--- src/sv/stereo_downmix_linear_resampler_macros.svh ---
// Assertion helpers, clocked on clk_i.
`ifndef STEREO_DOWNMIX_LINEAR_RESAMPLER_MACROS_SVH
`define STEREO_DOWNMIX_LINEAR_RESAMPLER_MACROS_SVH

// Checked only while out of reset.
`define SDLR_ASSERT(name, prop, msg) \
  name: assert property (@(posedge clk_i) disable iff (!rst_ni) prop) else $error(msg);

// Checked at every edge, reset included.
`define SDLR_ASSERT_ALWAYS(name, prop, msg) \
  name: assert property (@(posedge clk_i) prop) else $error(msg);

`endif

--- src/sv/sdlr_pkg.sv ---
package sdlr_pkg;

  localparam int SAMPLE_W      = 16;
  localparam int STEP_W        = 21;
  localparam int CFG_IDX_W     = 8;
  localparam int STEP_MIN      = 2048;
  localparam int STEP_MAX      = 1048576;
  localparam int STEP_MAX_LOG2 = 20;
  localparam int MAX_RESULTS   = 34;
  localparam int CNT_W         = 6;
  localparam int Q_DEPTH       = 2;
  localparam int PTR_W         = $clog2(Q_DEPTH);

  localparam logic [CFG_IDX_W-1:0] REG_PHASE_STEP  = CFG_IDX_W'(0);
  localparam logic [CFG_IDX_W-1:0] REG_STEREO_MODE = CFG_IDX_W'(1);

  // Phase offsets must hold one sample period plus the largest step, and twice that.
  function automatic int ofs_width(int frac_bits);
    return ((frac_bits > STEP_MAX_LOG2) ? frac_bits : STEP_MAX_LOG2) + 2;
  endfunction

  typedef struct packed {
    logic signed [SAMPLE_W-1:0] sample;
    logic                       last;
  } frame_t;

  typedef struct packed {
    logic signed [SAMPLE_W-1:0] sample;
    logic                       end_of_run;
  } result_t;

  typedef enum logic [2:0] {
    BK_IDLE,
    BK_LOOP,
    BK_ADD,
    BK_TAIL,
    BK_FINAL,
    BK_CLOSE
  } bk_state_e;

  typedef struct packed {
    logic idle;
    logic stage_valid;
    logic cnt_zero;
  } bk_status_t;

endpackage

--- src/sv/sdlr_queue.sv ---
module sdlr_queue #(
  parameter int DATA_W = 17
) (
  input  logic              clk_i,
  input  logic              rst_ni,
  input  logic              push_i,
  input  logic [DATA_W-1:0] push_data_i,
  input  logic              pop_i,
  output logic [DATA_W-1:0] pop_data_o,
  output logic              full_o,
  output logic              empty_o
);

  logic [DATA_W-1:0]            entries_q [sdlr_pkg::Q_DEPTH];
  logic [sdlr_pkg::PTR_W-1:0]   wr_ptr_q, wr_ptr_d;
  logic [sdlr_pkg::PTR_W-1:0]   rd_ptr_q, rd_ptr_d;
  logic [sdlr_pkg::PTR_W:0]     cnt_q, cnt_d;
  logic                         do_push, do_pop;

  assign full_o     = (cnt_q == (sdlr_pkg::PTR_W+1)'(sdlr_pkg::Q_DEPTH));
  assign empty_o    = (cnt_q == '0);
  assign do_push    = push_i && !full_o;
  assign do_pop     = pop_i && !empty_o;
  assign pop_data_o = entries_q[rd_ptr_q];

  always_comb begin
    wr_ptr_d = wr_ptr_q;
    rd_ptr_d = rd_ptr_q;
    cnt_d    = cnt_q;
    if (do_push) begin
      wr_ptr_d = wr_ptr_q + 1'b1;
    end
    if (do_pop) begin
      rd_ptr_d = rd_ptr_q + 1'b1;
    end
    case ({do_push, do_pop})
      2'b10:   cnt_d = cnt_q + 1'b1;
      2'b01:   cnt_d = cnt_q - 1'b1;
      default: cnt_d = cnt_q;
    endcase
  end

  always_ff @(posedge clk_i or negedge rst_ni) begin
    if (!rst_ni) begin
      wr_ptr_q <= '0;
      rd_ptr_q <= '0;
      cnt_q    <= '0;
    end else begin
      wr_ptr_q <= wr_ptr_d;
      rd_ptr_q <= rd_ptr_d;
      cnt_q    <= cnt_d;
    end
  end

  always_ff @(posedge clk_i) begin
    if (do_push) begin
      entries_q[wr_ptr_q] <= push_data_i;
    end
  end

endmodule

--- src/sv/sdlr_front.sv ---
module sdlr_front (
  input  logic                                clk_i,
  input  logic                                rst_ni,
  input  logic                                in_valid_i,
  output logic                                in_ready_o,
  input  logic signed [sdlr_pkg::SAMPLE_W-1:0] left_sample_i,
  input  logic signed [sdlr_pkg::SAMPLE_W-1:0] right_sample_i,
  input  logic                                stream_end_i,
  input  logic                                stereo_mode_i,
  input  logic                                pop_i,
  output sdlr_pkg::frame_t                    frame_o,
  output logic                                empty_o
);

  logic signed [sdlr_pkg::SAMPLE_W:0]   mix_sum;
  logic signed [sdlr_pkg::SAMPLE_W:0]   mix_rnd;
  logic signed [sdlr_pkg::SAMPLE_W-1:0] mono;
  sdlr_pkg::frame_t                     frame_in;
  logic                                 q_full;
  logic                                 accept;

  // (l + r) / 2 rounded toward zero: bias negative sums by one before the shift
  assign mix_sum = {left_sample_i[sdlr_pkg::SAMPLE_W-1], left_sample_i}
                 + {right_sample_i[sdlr_pkg::SAMPLE_W-1], right_sample_i};
  assign mix_rnd = mix_sum + {{sdlr_pkg::SAMPLE_W{1'b0}}, mix_sum[sdlr_pkg::SAMPLE_W]};
  assign mono    = stereo_mode_i ? mix_rnd[sdlr_pkg::SAMPLE_W:1] : left_sample_i;

  assign frame_in.sample = mono;
  assign frame_in.last   = stream_end_i;
  assign in_ready_o      = !q_full;
  assign accept          = in_valid_i && in_ready_o;

  sdlr_queue #(
    .DATA_W($bits(sdlr_pkg::frame_t))
  ) u_frame_q (
    .clk_i       (clk_i),
    .rst_ni      (rst_ni),
    .push_i      (accept),
    .push_data_i (frame_in),
    .pop_i       (pop_i),
    .pop_data_o  (frame_o),
    .full_o      (q_full),
    .empty_o     (empty_o)
  );

endmodule

--- src/sv/sdlr_back.sv ---
module sdlr_back #(
  parameter int PHASE_FRAC_BITS = 16
) (
  input  logic                                                clk_i,
  input  logic                                                rst_ni,
  input  logic [sdlr_pkg::ofs_width(PHASE_FRAC_BITS)-1:0]     eff_step_i,
  input  sdlr_pkg::frame_t                                    frame_i,
  input  logic                                                fifo_empty_i,
  output logic                                                fifo_pop_o,
  output logic                                                out_valid_o,
  input  logic                                                out_ready_i,
  output sdlr_pkg::result_t                                   result_o,
  output sdlr_pkg::bk_status_t                                status_o
);

  localparam int OFS_W  = sdlr_pkg::ofs_width(PHASE_FRAC_BITS);
  localparam int SW     = sdlr_pkg::SAMPLE_W;
  localparam int PROD_W = SW + 2 + PHASE_FRAC_BITS;
  localparam logic [OFS_W-1:0] OnePhase = {{(OFS_W-1){1'b0}}, 1'b1} << PHASE_FRAC_BITS;
  localparam logic [OFS_W-1:0] TwoPhase = OnePhase << 1;

  sdlr_pkg::bk_state_e state_q, state_d;

  logic signed [SW-1:0]     held_q, held_d;
  logic                     have_held_q, have_held_d;
  logic [OFS_W-1:0]         off_q, off_d;
  logic                     emitted_q, emitted_d;
  logic                     pend_valid_q, pend_valid_d;
  logic signed [SW-1:0]     pend_value_q, pend_value_d;
  logic [OFS_W-1:0]         deficit_q, deficit_d;
  logic signed [SW-1:0]     x_q, x_d;
  logic                     last_q, last_d;
  logic signed [PROD_W-1:0] prod_q, prod_d;
  logic                     emit_now_q, emit_now_d;
  logic signed [SW-1:0]     stage_q, stage_d;
  logic                     stage_valid_q, stage_valid_d;
  logic [sdlr_pkg::CNT_W-1:0] cnt_q, cnt_d;

  logic signed [SW:0]                diff;
  logic signed [PHASE_FRAC_BITS:0]   frac_s;
  logic [OFS_W-1:0]                  off_sum;
  logic signed [SW-1:0]              interp_v;
  logic                              cnt_below;
  logic                              can_emit, can_flush;
  logic                              emit_req, flush_req, clear_req;
  logic signed [SW-1:0]              emit_val;
  logic                              oq_push, oq_full, oq_empty;
  sdlr_pkg::result_t                 oq_data;

  assign diff      = {x_q[SW-1], x_q} - {held_q[SW-1], held_q};
  assign frac_s    = {1'b0, off_q[PHASE_FRAC_BITS-1:0]};
  assign off_sum   = off_q + eff_step_i;
  // result always lies between the two neighbours, so the 16-bit wrap is exact
  assign interp_v  = held_q + prod_q[PHASE_FRAC_BITS +: SW];
  assign cnt_below = (cnt_q < sdlr_pkg::CNT_W'(sdlr_pkg::MAX_RESULTS));
  // the staged word is pushed on the next emit, so that needs room downstream
  assign can_emit  = !(stage_valid_q && cnt_below) || !oq_full;
  assign can_flush = !stage_valid_q || !oq_full;

  always_comb begin
    state_d       = state_q;
    held_d        = held_q;
    have_held_d   = have_held_q;
    off_d         = off_q;
    emitted_d     = emitted_q;
    pend_valid_d  = pend_valid_q;
    pend_value_d  = pend_value_q;
    deficit_d     = deficit_q;
    x_d           = x_q;
    last_d        = last_q;
    prod_d        = prod_q;
    emit_now_d    = emit_now_q;
    stage_d       = stage_q;
    stage_valid_d = stage_valid_q;
    cnt_d         = cnt_q;
    emit_req      = 1'b0;
    emit_val      = '0;
    flush_req     = 1'b0;
    clear_req     = 1'b0;
    fifo_pop_o    = 1'b0;
    oq_push       = 1'b0;
    oq_data       = '0;

    unique case (state_q)
      sdlr_pkg::BK_IDLE: begin
        if (!fifo_empty_i && can_emit) begin
          fifo_pop_o = 1'b1;
          x_d        = frame_i.sample;
          last_d     = frame_i.last;
          // a held-back output becomes due once enough input has arrived
          if (pend_valid_q) begin
            if (deficit_q <= OnePhase) begin
              emit_req     = 1'b1;
              emit_val     = pend_value_q;
              pend_valid_d = 1'b0;
              deficit_d    = '0;
            end else begin
              deficit_d = deficit_q - OnePhase;
            end
          end
          state_d = sdlr_pkg::BK_LOOP;
        end
      end
      sdlr_pkg::BK_LOOP: begin
        if (have_held_q && (off_q < OnePhase)) begin
          prod_d     = diff * frac_s;
          emit_now_d = (off_sum <= TwoPhase);
          off_d      = off_sum;
          state_d    = sdlr_pkg::BK_ADD;
        end else if (last_q || can_flush) begin
          if (have_held_q) begin
            off_d = off_q - OnePhase;
          end
          held_d      = x_q;
          have_held_d = 1'b1;
          if (last_q) begin
            state_d = sdlr_pkg::BK_TAIL;
          end else begin
            flush_req = 1'b1;
            state_d   = sdlr_pkg::BK_IDLE;
          end
        end
      end
      sdlr_pkg::BK_ADD: begin
        if (emit_now_q) begin
          if (can_emit) begin
            emit_req = 1'b1;
            emit_val = interp_v;
            state_d  = sdlr_pkg::BK_LOOP;
          end
        end else begin
          pend_valid_d = 1'b1;
          pend_value_d = interp_v;
          deficit_d    = off_q - TwoPhase;
          state_d      = sdlr_pkg::BK_LOOP;
        end
      end
      sdlr_pkg::BK_TAIL: begin
        // past the last sample the right neighbour repeats the left
        if ((off_q < OnePhase) && (off_sum <= OnePhase)) begin
          if (can_emit) begin
            emit_req = 1'b1;
            emit_val = held_q;
            off_d    = off_sum;
          end
        end else begin
          state_d = sdlr_pkg::BK_FINAL;
        end
      end
      sdlr_pkg::BK_FINAL: begin
        if (!emitted_q) begin
          if (can_emit) begin
            emit_req  = 1'b1;
            emit_val  = pend_valid_q ? pend_value_q : held_q;
            clear_req = 1'b1;
            state_d   = sdlr_pkg::BK_CLOSE;
          end
        end else begin
          clear_req = 1'b1;
          state_d   = sdlr_pkg::BK_CLOSE;
        end
      end
      sdlr_pkg::BK_CLOSE: begin
        if (can_flush) begin
          flush_req = 1'b1;
          state_d   = sdlr_pkg::BK_IDLE;
        end
      end
      default: begin
        state_d = sdlr_pkg::BK_IDLE;
      end
    endcase

    // one word is staged so the last word of a frame can carry end_of_run
    if (emit_req) begin
      emitted_d = 1'b1;
      if (cnt_below) begin
        cnt_d = cnt_q + 1'b1;
        if (stage_valid_q) begin
          oq_push            = 1'b1;
          oq_data.sample     = stage_q;
          oq_data.end_of_run = 1'b0;
        end
        stage_d       = emit_val;
        stage_valid_d = 1'b1;
      end
    end
    if (flush_req) begin
      if (stage_valid_q) begin
        oq_push            = 1'b1;
        oq_data.sample     = stage_q;
        oq_data.end_of_run = 1'b1;
      end
      stage_valid_d = 1'b0;
      cnt_d         = '0;
    end
    if (clear_req) begin
      held_d       = '0;
      have_held_d  = 1'b0;
      off_d        = '0;
      emitted_d    = 1'b0;
      pend_valid_d = 1'b0;
      pend_value_d = '0;
      deficit_d    = '0;
    end
  end

  always_ff @(posedge clk_i or negedge rst_ni) begin
    if (!rst_ni) begin
      state_q       <= sdlr_pkg::BK_IDLE;
      held_q        <= '0;
      have_held_q   <= 1'b0;
      off_q         <= '0;
      emitted_q     <= 1'b0;
      pend_valid_q  <= 1'b0;
      pend_value_q  <= '0;
      deficit_q     <= '0;
      last_q        <= 1'b0;
      emit_now_q    <= 1'b0;
      stage_valid_q <= 1'b0;
      cnt_q         <= '0;
    end else begin
      state_q       <= state_d;
      held_q        <= held_d;
      have_held_q   <= have_held_d;
      off_q         <= off_d;
      emitted_q     <= emitted_d;
      pend_valid_q  <= pend_valid_d;
      pend_value_q  <= pend_value_d;
      deficit_q     <= deficit_d;
      last_q        <= last_d;
      emit_now_q    <= emit_now_d;
      stage_valid_q <= stage_valid_d;
      cnt_q         <= cnt_d;
    end
  end

  always_ff @(posedge clk_i) begin
    x_q     <= x_d;
    prod_q  <= prod_d;
    stage_q <= stage_d;
  end

  sdlr_queue #(
    .DATA_W($bits(sdlr_pkg::result_t))
  ) u_out_q (
    .clk_i       (clk_i),
    .rst_ni      (rst_ni),
    .push_i      (oq_push),
    .push_data_i (oq_data),
    .pop_i       (out_ready_i),
    .pop_data_o  (result_o),
    .full_o      (oq_full),
    .empty_o     (oq_empty)
  );

  assign out_valid_o          = !oq_empty;
  assign status_o.idle        = (state_q == sdlr_pkg::BK_IDLE);
  assign status_o.stage_valid = stage_valid_q;
  assign status_o.cnt_zero    = (cnt_q == '0);

endmodule

--- src/sv/stereo_downmix_linear_resampler.sv ---
// Sequencing: the back end pops a frame only from idle, then spends a multiply step and an add
// step on each interpolated word and closes the frame with a flush; a full output queue stalls
// it. Tail words of a final frame are emitted from the tail state, then the final and close
// states end the clip.
// Reset: rst_ni is asynchronous, active low; it empties both queues, clears the stream state,
// sets the step to 1.0 (clamped to range) and selects mono input.
`include "stereo_downmix_linear_resampler_macros.svh"

module stereo_downmix_linear_resampler #(
  parameter int PHASE_FRAC_BITS = 16
) (
  input  logic                                  clk_i,
  input  logic                                  rst_ni,
  input  logic                                  in_valid_i,
  output logic                                  in_ready_o,
  input  logic signed [sdlr_pkg::SAMPLE_W-1:0]  left_sample_i,
  input  logic signed [sdlr_pkg::SAMPLE_W-1:0]  right_sample_i,
  input  logic                                  stream_end_i,
  output logic                                  out_valid_o,
  input  logic                                  out_ready_i,
  output logic signed [sdlr_pkg::SAMPLE_W-1:0]  out_sample_o,
  output logic                                  end_of_run_o,
  input  logic                                  cfg_valid_i,
  output logic                                  cfg_ready_o,
  input  logic [sdlr_pkg::CFG_IDX_W-1:0]        cfg_index_i,
  input  logic [sdlr_pkg::STEP_W-1:0]           cfg_data_i
);

  localparam int OFS_W = sdlr_pkg::ofs_width(PHASE_FRAC_BITS);
  localparam logic [OFS_W-1:0] OnePhase = {{(OFS_W-1){1'b0}}, 1'b1} << PHASE_FRAC_BITS;
  localparam logic [OFS_W-1:0] StepMin  = OFS_W'(sdlr_pkg::STEP_MIN);
  localparam logic [OFS_W-1:0] StepMax  = OFS_W'(sdlr_pkg::STEP_MAX);
  localparam logic [OFS_W-1:0] EffReset = (OnePhase < StepMin) ? StepMin :
                                          (OnePhase > StepMax) ? StepMax : OnePhase;

  logic [OFS_W-1:0]     eff_step_q, eff_step_d;
  logic                 stereo_q, stereo_d;
  logic [OFS_W-1:0]     wr_step;
  sdlr_pkg::frame_t     frame;
  logic                 frame_empty, frame_pop;
  sdlr_pkg::result_t    result;
  sdlr_pkg::bk_status_t bk_status;
  logic                 step_ok, zero_step_wr, idle_clean;

  assign cfg_ready_o = 1'b1;
  assign wr_step     = {{(OFS_W-sdlr_pkg::STEP_W){1'b0}}, cfg_data_i};

  // the step is stored already clamped; zero means exactly one sample
  always_comb begin
    eff_step_d = eff_step_q;
    stereo_d   = stereo_q;
    if (cfg_valid_i) begin
      unique case (cfg_index_i)
        sdlr_pkg::REG_PHASE_STEP: begin
          if (wr_step == '0) begin
            eff_step_d = OnePhase;
          end else if (wr_step < StepMin) begin
            eff_step_d = StepMin;
          end else if (wr_step > StepMax) begin
            eff_step_d = StepMax;
          end else begin
            eff_step_d = wr_step;
          end
        end
        sdlr_pkg::REG_STEREO_MODE: begin
          stereo_d = cfg_data_i[0];
        end
        default: begin
        end
      endcase
    end
  end

  always_ff @(posedge clk_i or negedge rst_ni) begin
    if (!rst_ni) begin
      eff_step_q <= EffReset;
      stereo_q   <= 1'b0;
    end else begin
      eff_step_q <= eff_step_d;
      stereo_q   <= stereo_d;
    end
  end

  sdlr_front u_front (
    .clk_i          (clk_i),
    .rst_ni         (rst_ni),
    .in_valid_i     (in_valid_i),
    .in_ready_o     (in_ready_o),
    .left_sample_i  (left_sample_i),
    .right_sample_i (right_sample_i),
    .stream_end_i   (stream_end_i),
    .stereo_mode_i  (stereo_q),
    .pop_i          (frame_pop),
    .frame_o        (frame),
    .empty_o        (frame_empty)
  );

  sdlr_back #(
    .PHASE_FRAC_BITS(PHASE_FRAC_BITS)
  ) u_back (
    .clk_i        (clk_i),
    .rst_ni       (rst_ni),
    .eff_step_i   (eff_step_q),
    .frame_i      (frame),
    .fifo_empty_i (frame_empty),
    .fifo_pop_o   (frame_pop),
    .out_valid_o  (out_valid_o),
    .out_ready_i  (out_ready_i),
    .result_o     (result),
    .status_o     (bk_status)
  );

  assign out_sample_o = result.sample;
  assign end_of_run_o = result.end_of_run;

  assign step_ok      = (eff_step_q == OnePhase) ||
                        ((eff_step_q >= StepMin) && (eff_step_q <= StepMax));
  assign zero_step_wr = cfg_valid_i && cfg_ready_o &&
                        (cfg_index_i == sdlr_pkg::REG_PHASE_STEP) && (cfg_data_i == '0);
  assign idle_clean   = !bk_status.stage_valid && bk_status.cnt_zero;

  `SDLR_ASSERT(a_step_in_range, step_ok, "effective step outside its range")
  `SDLR_ASSERT(a_zero_unity, zero_step_wr |=> (eff_step_q == OnePhase), "zero step not unity")
  `SDLR_ASSERT(a_idle_no_stage, bk_status.idle |-> idle_clean, "back end idle with a word staged")
  `SDLR_ASSERT_ALWAYS(a_reset_step, $rose(rst_ni) |-> (eff_step_q == EffReset), "step not reset")

endmodule
--- config.mk ---
export PLATFORM = sky130hd
export DESIGN_NAME = stereo_downmix_linear_resampler
export DESIGN_NICKNAME = d
export VERILOG_FILES = /design/src/sv/sdlr_pkg.sv /design/src/sv/sdlr_queue.sv /design/src/sv/sdlr_front.sv /design/src/sv/sdlr_back.sv /design/src/sv/stereo_downmix_linear_resampler.sv
export VERILOG_INCLUDE_DIRS = /design/src /design/src/sv
export SDC_FILE = /design/constraint.sdc
export NUM_CORES = 1
export LEC_CHECK = 0
export ABC_CLOCK_PERIOD_IN_PS = 10000
export BUFFER_PORTS_ARGS = -buffer_cell sky130_fd_sc_hd__buf_4
export CORE_MARGIN = 8
export CORE_UTILIZATION = 66
export CTS_BUF_LIST = sky130_fd_sc_hd__clkbuf_2
export DETAILED_ROUTE_END_ITERATION = 16
export PLACE_DENSITY = 0.89
export SYNTH_ARGS = -nofsm -noshare
export SYNTH_HDL_FRONTEND = slang
export SYNTH_HIERARCHICAL = 1
export SYNTH_SLANG_ARGS = --single-unit
--- constraint.sdc ---
create_clock -name clk_i -period 10 [get_ports clk_i]
set_input_delay 1.5 -clock clk_i [delete_from_list [all_inputs] [get_ports clk_i]]
set_output_delay 1.5 -clock clk_i [all_outputs]
set_load 0.02 [all_outputs]
Yosys cells after proc, flatten, opt, wreduce, memory -nomap -nowiden
Memories as Yosys holds them, arrays and structs flattened.
Cells that the tools add are included.
{ "word_totals": {"word_cells": 219, "inputBits": 67, "latchBits": 0, "ramBits": 68, "memories": 2, "rom_bits": 0, "ff_bits": 186, "output_inout_bits": 20} }
{ "memory_table": {"columns": ["memory", "words", "width", "rd", "rd_ports_with_merged_regs", "wr", "line_no", "text"], "rows": [
  ["u_back.u_out_q.entries_q", 2, 17, 1, 0, 1, "sdlr_queue.sv:14", "logic [DATA_W-1:0] entries_q [sdlr_pkg::Q_DEPTH];"],
  ["u_front.u_frame_q.entries_q", 2, 17, 1, 0, 1, "sdlr_queue.sv:14", null]
]} }
{ "classes": {"magnitude_cmp": 7, "reduce_logical": 45, "addsub": 17, "n_mul": 1, "muxes": 97, "div": 0, "shift": 0, "eq_ne": 27, "bitwise_logic": 0} }
{ "op_table": {"columns": ["cell", "n"], "rows": [
  ["$mux 16", 18],
  ["$mux 22", 11],
  ["$pmux 22 s2", 2],
  ["$mux 17", 5],
  ["$pmux 16 s4", 1],
  ["$mux 21", 3],
  ["$le 22x17->1 const B", 2],
  ["$sub 22x17->22 const B", 2],
  ["$mux 1", 38],
  ["$mul 17x17->32", 1],
  ["$mux 3", 9],
  ["$add 22x22->22", 1],
  ["$le 22x18->1 const B", 1],
  ["$logic_not 22->1", 1],
  ["$lt 22x17->1 const B", 1],
  ["$sub 22x18->22 const B", 1],
  ["$gt 21x21->1 const B", 1],
  ["$lt 21x12->1 const B", 1],
  ["$mux 6", 3],
  ["$ne 3x1->1 const B", 6],
  ["$pmux 3 s6", 1],
  ["$add 16x16->17", 1],
  ["$add 17x1->17", 1],
  ["$sub 16x16->17", 1],
  ["other kinds (33)", 82]
]} }

Longest topological paths before layout
{ "logic_depth": {"depth_word": 13, "depth_mapped": 34, "ltp_nobuf": 34} }

By module
Netlist, hierarchy kept.
{ "modules_own_cells": {"columns": ["module", "cells_each", "area_each_um2", "seq_area_each_um2", "instances"], "rows": [
  ["sdlr_back", 2156, 19249.7, 3718.6, 1],
  ["sdlr_queue", 71, 1473.9, 1121.1, 2],
  ["sdlr_front", 247, 1704.1, 0.0, 1],
  ["stereo_downmix_linear_resampler", 109, 1064.8, 551.8, 1]
]} }

Least setup slack after synthesis
OpenSTA, ideal clock, no wires.
{ "synth_path": {"kind": "register to register", "start": "register u_back.held_q[1]", "end": "register u_back.prod_q[31], data pin", "setup_slack_ns": 1.537, "setup_ns": 0.260, "stages_incl_launch_ff": 33, "required_ns": 9.740, "path_buffers": 0, "arrival_time_ns": 8.203, "synth_period_minus_slack_ns": 8.463, "path_cell_list": "dfrtp_1 inv_1 ha_1 nor2b_1 o21ai_0 a21boi_0 o21ai_0 a21oi_1 a41oi_1 a21oi_1 a2111oi_0 nor4_1 fa_1 inv_1 fa_1 fa_1 inv_1 fa_1 fa_1 inv_1 fa_1 inv_1 ha_1 a21o_1 a21o_1 a21o_1 a2111oi_0 a21oi_1 nand3_1 nand2_1 or4_1 a31oi_1 xnor2_1"} }
{ "synth_via": {"elab_chain_len": 2} }
{ "synth_lines": {"columns": ["item", "line_no", "text"], "rows": [
  ["start: declaration", "sdlr_back.sv:24", "logic signed [SW-1:0] held_q, held_d;"],
  ["start signal: assignment", "sdlr_back.sv:224", "held_q <= held_d;"],
  ["$sub 16x16->17", "sdlr_back.sv:50", "assign diff = {x_q[SW-1], x_q} - {held_q[SW-1], held_q};"],
  ["$mul 17x17->32", "sdlr_back.sv:106", "prod_d = diff * frac_s;"],
  ["end signal: assignment", "sdlr_back.sv:240", "prod_q <= prod_d;"],
  ["end: declaration", "sdlr_back.sv:33", "logic signed [PROD_W-1:0] prod_q, prod_d;"]
]} }
Every way passes these cells.
A chain may end at the register's enable or synchronous reset.

Worst setup path in the final report
Same ends and word-level chain as after synthesis.

==> impl_metrics.tcl <==
set metrics [dict create \
    required_ns 10.63 \
    cts_buffer_depth 3 \
    grt_max_degree 68 \
    via_per_inst 6.14 \
    regArea_um2 6510 \
    dp_cells 3152 \
    whs_path_depth 1 \
    cts_tree "yes" \
    clk_pin_slew_worst_paths_ns 0.12 \
    worst_slew_pin_slew_ns 1.31 \
    cp-start-kind "flop" \
    path_max_fanout 5 \
    clock-skew-final_ns 0.129 \
    crit_arrival_ns 9.89 \
    ir_worst_vdd_mv 0.201 \
    min-delay-start "u_front/u_frame_q/entries_q[0][14]$_DFFE_PP_" \
    cpMostUsedCell "fa_1" \
    grt_pass1_vias 20800 \
    cp_slowest_cell "fa_1" \
    syn_inst 2651 \
    wirelength_um 61800 \
    pwr-share-seq_pct 22.0 \
    num_vias 20000 \
    dp_hpwl_um 48100 \
    multiInputGateArea_um2 16400 \
    setup_viol_count_final 0 \
    wire_per_inst_um 19.0 \
    ios 87 \
    h-tree-depth 2 \
    status "complete, no violations" \
    drt-initial-drc-count 1716 \
    pwr-share-clk_pct 8.8 \
    ys_warn_count 6 \
    core_region_area_um2 37500 \
    n_fill_cell 2714 \
    maxCapViolCount 0 \
    fp-row-count 71 \
    clock-root-buffer "clkbuf_2" \
    hold_class "flop to flop" \
    leakagePower_nw 12.6 \
    cts_resized 0 \
    r2r-start "u_back/held_q[1]$_DFFE_PN0P_" \
    swShare_pct 53.3 \
    syn_area_per_cell_um2 9.41 \
    r2r_end "u_back/prod_q[31]$_DFFE_PP_" \
    die_h_um 210 \
    maxSlewViolCount 0 \
    cts_buffers 58 \
    crit_type "flop to flop" \
    dr.pass1.iters 6 \
    start_util_pct 66.5 \
    post-route-util_pct 70.4 \
    post-route-min-period_ns 9.26 \
    hold_path_end "u_back/x_q[13]$_DFFE_PP_" \
    relSlewSlack_pct 12.4 \
    worstRegToRegCells 33 \
    synth_fp_nets 3141 \
    rsz0062_at_grt "no" \
    clock_latency_ns 0.99 \
    p_int_mw 3.38 \
    hold_violations 0 \
    holdBufCountCts 0 \
    portBuffers 85 \
    gp_congestion 0.974 \
    synth_area_um2 24900 \
    stdcell_count 3261 \
    overflow 0 \
    finalCritPeriodShare_pct 92.6 \
    net-switching-power_mw 3.85 \
    grt_pass1_wl_um 102000 \
    grtUsageTotal_pct 28.1 \
    syn_to_final_growth_pct 5.83 \
    clkSinkCount 237 \
    drive_gt1_share_pct 11.8 \
    crit_path_start "u_back/held_q[1]$_DFFE_PN0P_" \
    rrSetupSlack_ns 0.74 \
    comb_power_share_pct 69.2 \
    postCtsSetupRepairBufs 0 \
    cp-end-kind "flop" \
    drc 0 \
    max_freq_mhz 108 \
    grt_antenna_before_repair 3 \
    pwr_density_cell_nw_per_um2 274 \
    fin_tns_setup_ns 0 \
    chipWidth_um 210 \
    die_area_um2 44300 \
    max_stage_delay_ns 0.52 \
    final_antenna_net_count 0 \
    final_nets 3191 \
]
-- per-layer routing --
metal	track usage, %	vias up	wire length [um]
li1	-	8985	-
met1	34.6	9758	23500
met2	48.5	1052	30200
met3	5.35	232	5590
met4	11.6	2	2490
met5	0	-	13
-- flip-flops by register name, indices dropped and copies added (netlist names), 21 cells and up --
| register | count |
|---|---|
| eff_step_q | 21 |
| u_front/u_frame_q/entries_q | 34 |
| u_back/off_q | 22 |
| u_back/u_out_q/entries_q | 34 |
| u_back/deficit_q | 22 |
-- placed cells by master (no fill, tap or decap), drive strengths merged, types with 9 or more instances in the layout --
cell    count
nor4       38
clkinv     18
o21ai     114
nand4      10
a221o       9
o31ai      32
nand2b     32
ha        161
and2      112
or3        12
mux2i      13
o211ai     24
clkbuf     87
dfrtp     120
xnor2      78
a31oi      15
nand3      85
nor3       31
a211oi     13
nor2b      41
o21a       17
a21o       21
nor2      150
a21oi      91
inv       386
a311oi     11
fa        262
mux2       51
buf       120
nand2     292
edfxtp    116
and3       17
xor2       40
-- area by class of cell --
type                            instances  share of cell area (%)
Sequential cell                       237                    24.7
Clock buffer                           87                    1.65
Tap cell                              511                    2.42
Clock inverter                         20                   0.351
Timing Repair Buffer                  120                    3.41
Antenna cell                            2                  0.0190
Inverter                              384                    5.46
Multi-Input combinational cell       1900                    62.0
-- worst max-delay path by stage --
stage / to / slack, ns / cells past startpoint
finish: u_back/prod_q[31]$_DFFE_PP_ / 0.74 / 33
CTS: u_back/prod_q[31]$_DFFE_PP_ / 0.81 / 32
floorplan: u_back/prod_q[31]$_DFFE_PP_ / 1.54 / 32
global placement: u_back/prod_q[31]$_DFFE_PP_ / 1.30 / 33
detailed placement: u_back/prod_q[31]$_DFFE_PP_ / 0.96 / 32
global route: u_back/prod_q[31]$_DFFE_PP_ / 0.30 / 33
-- worst max-delay path: cells and delay by family, from the launching register on --
kind	cells	cell delay, ns
buffers and inverters	6	0.54
adders and majority gates	8	3.52
DFF	1	0.50
xor gates and xnor gates	1	0.10
AOI/OAI and AO/OA	13	3.01
and+or+nand+nor	5	1.24
-- power groups by stage --
stage,Combinational (mW),Clock (mW),Sequential (mW)
6_report,5.01,0.636,1.59
5_1_grt,5.51,0.700,1.61
4_1_cts,4.93,0.653,1.58
3_5_place_dp,4.89,0,1.60
3_3_place_gp,4.63,0,1.59
2_1_floorplan,3.55,0,1.44
-- per-stage QoR --
stage / instance area, um^2 / hold slack, ns / setup WS (ns) / total power, mW
6_report: 26400 / 0.449 / 0.736 / 7.24
5_1_grt: 26400 / 0.423 / 0.298 / 7.82
4_1_cts: 26400 / 0.410 / 0.815 / 7.17
3_5_place_dp: 25900 / 0.472 / 0.960 / 6.49
3_3_place_gp: 25900 / 0.463 / 1.30 / 6.22
2_1_floorplan: 24900 / 0.451 / 1.54 / 5.00
No activity file was read; power rests on OpenSTA's default activity.
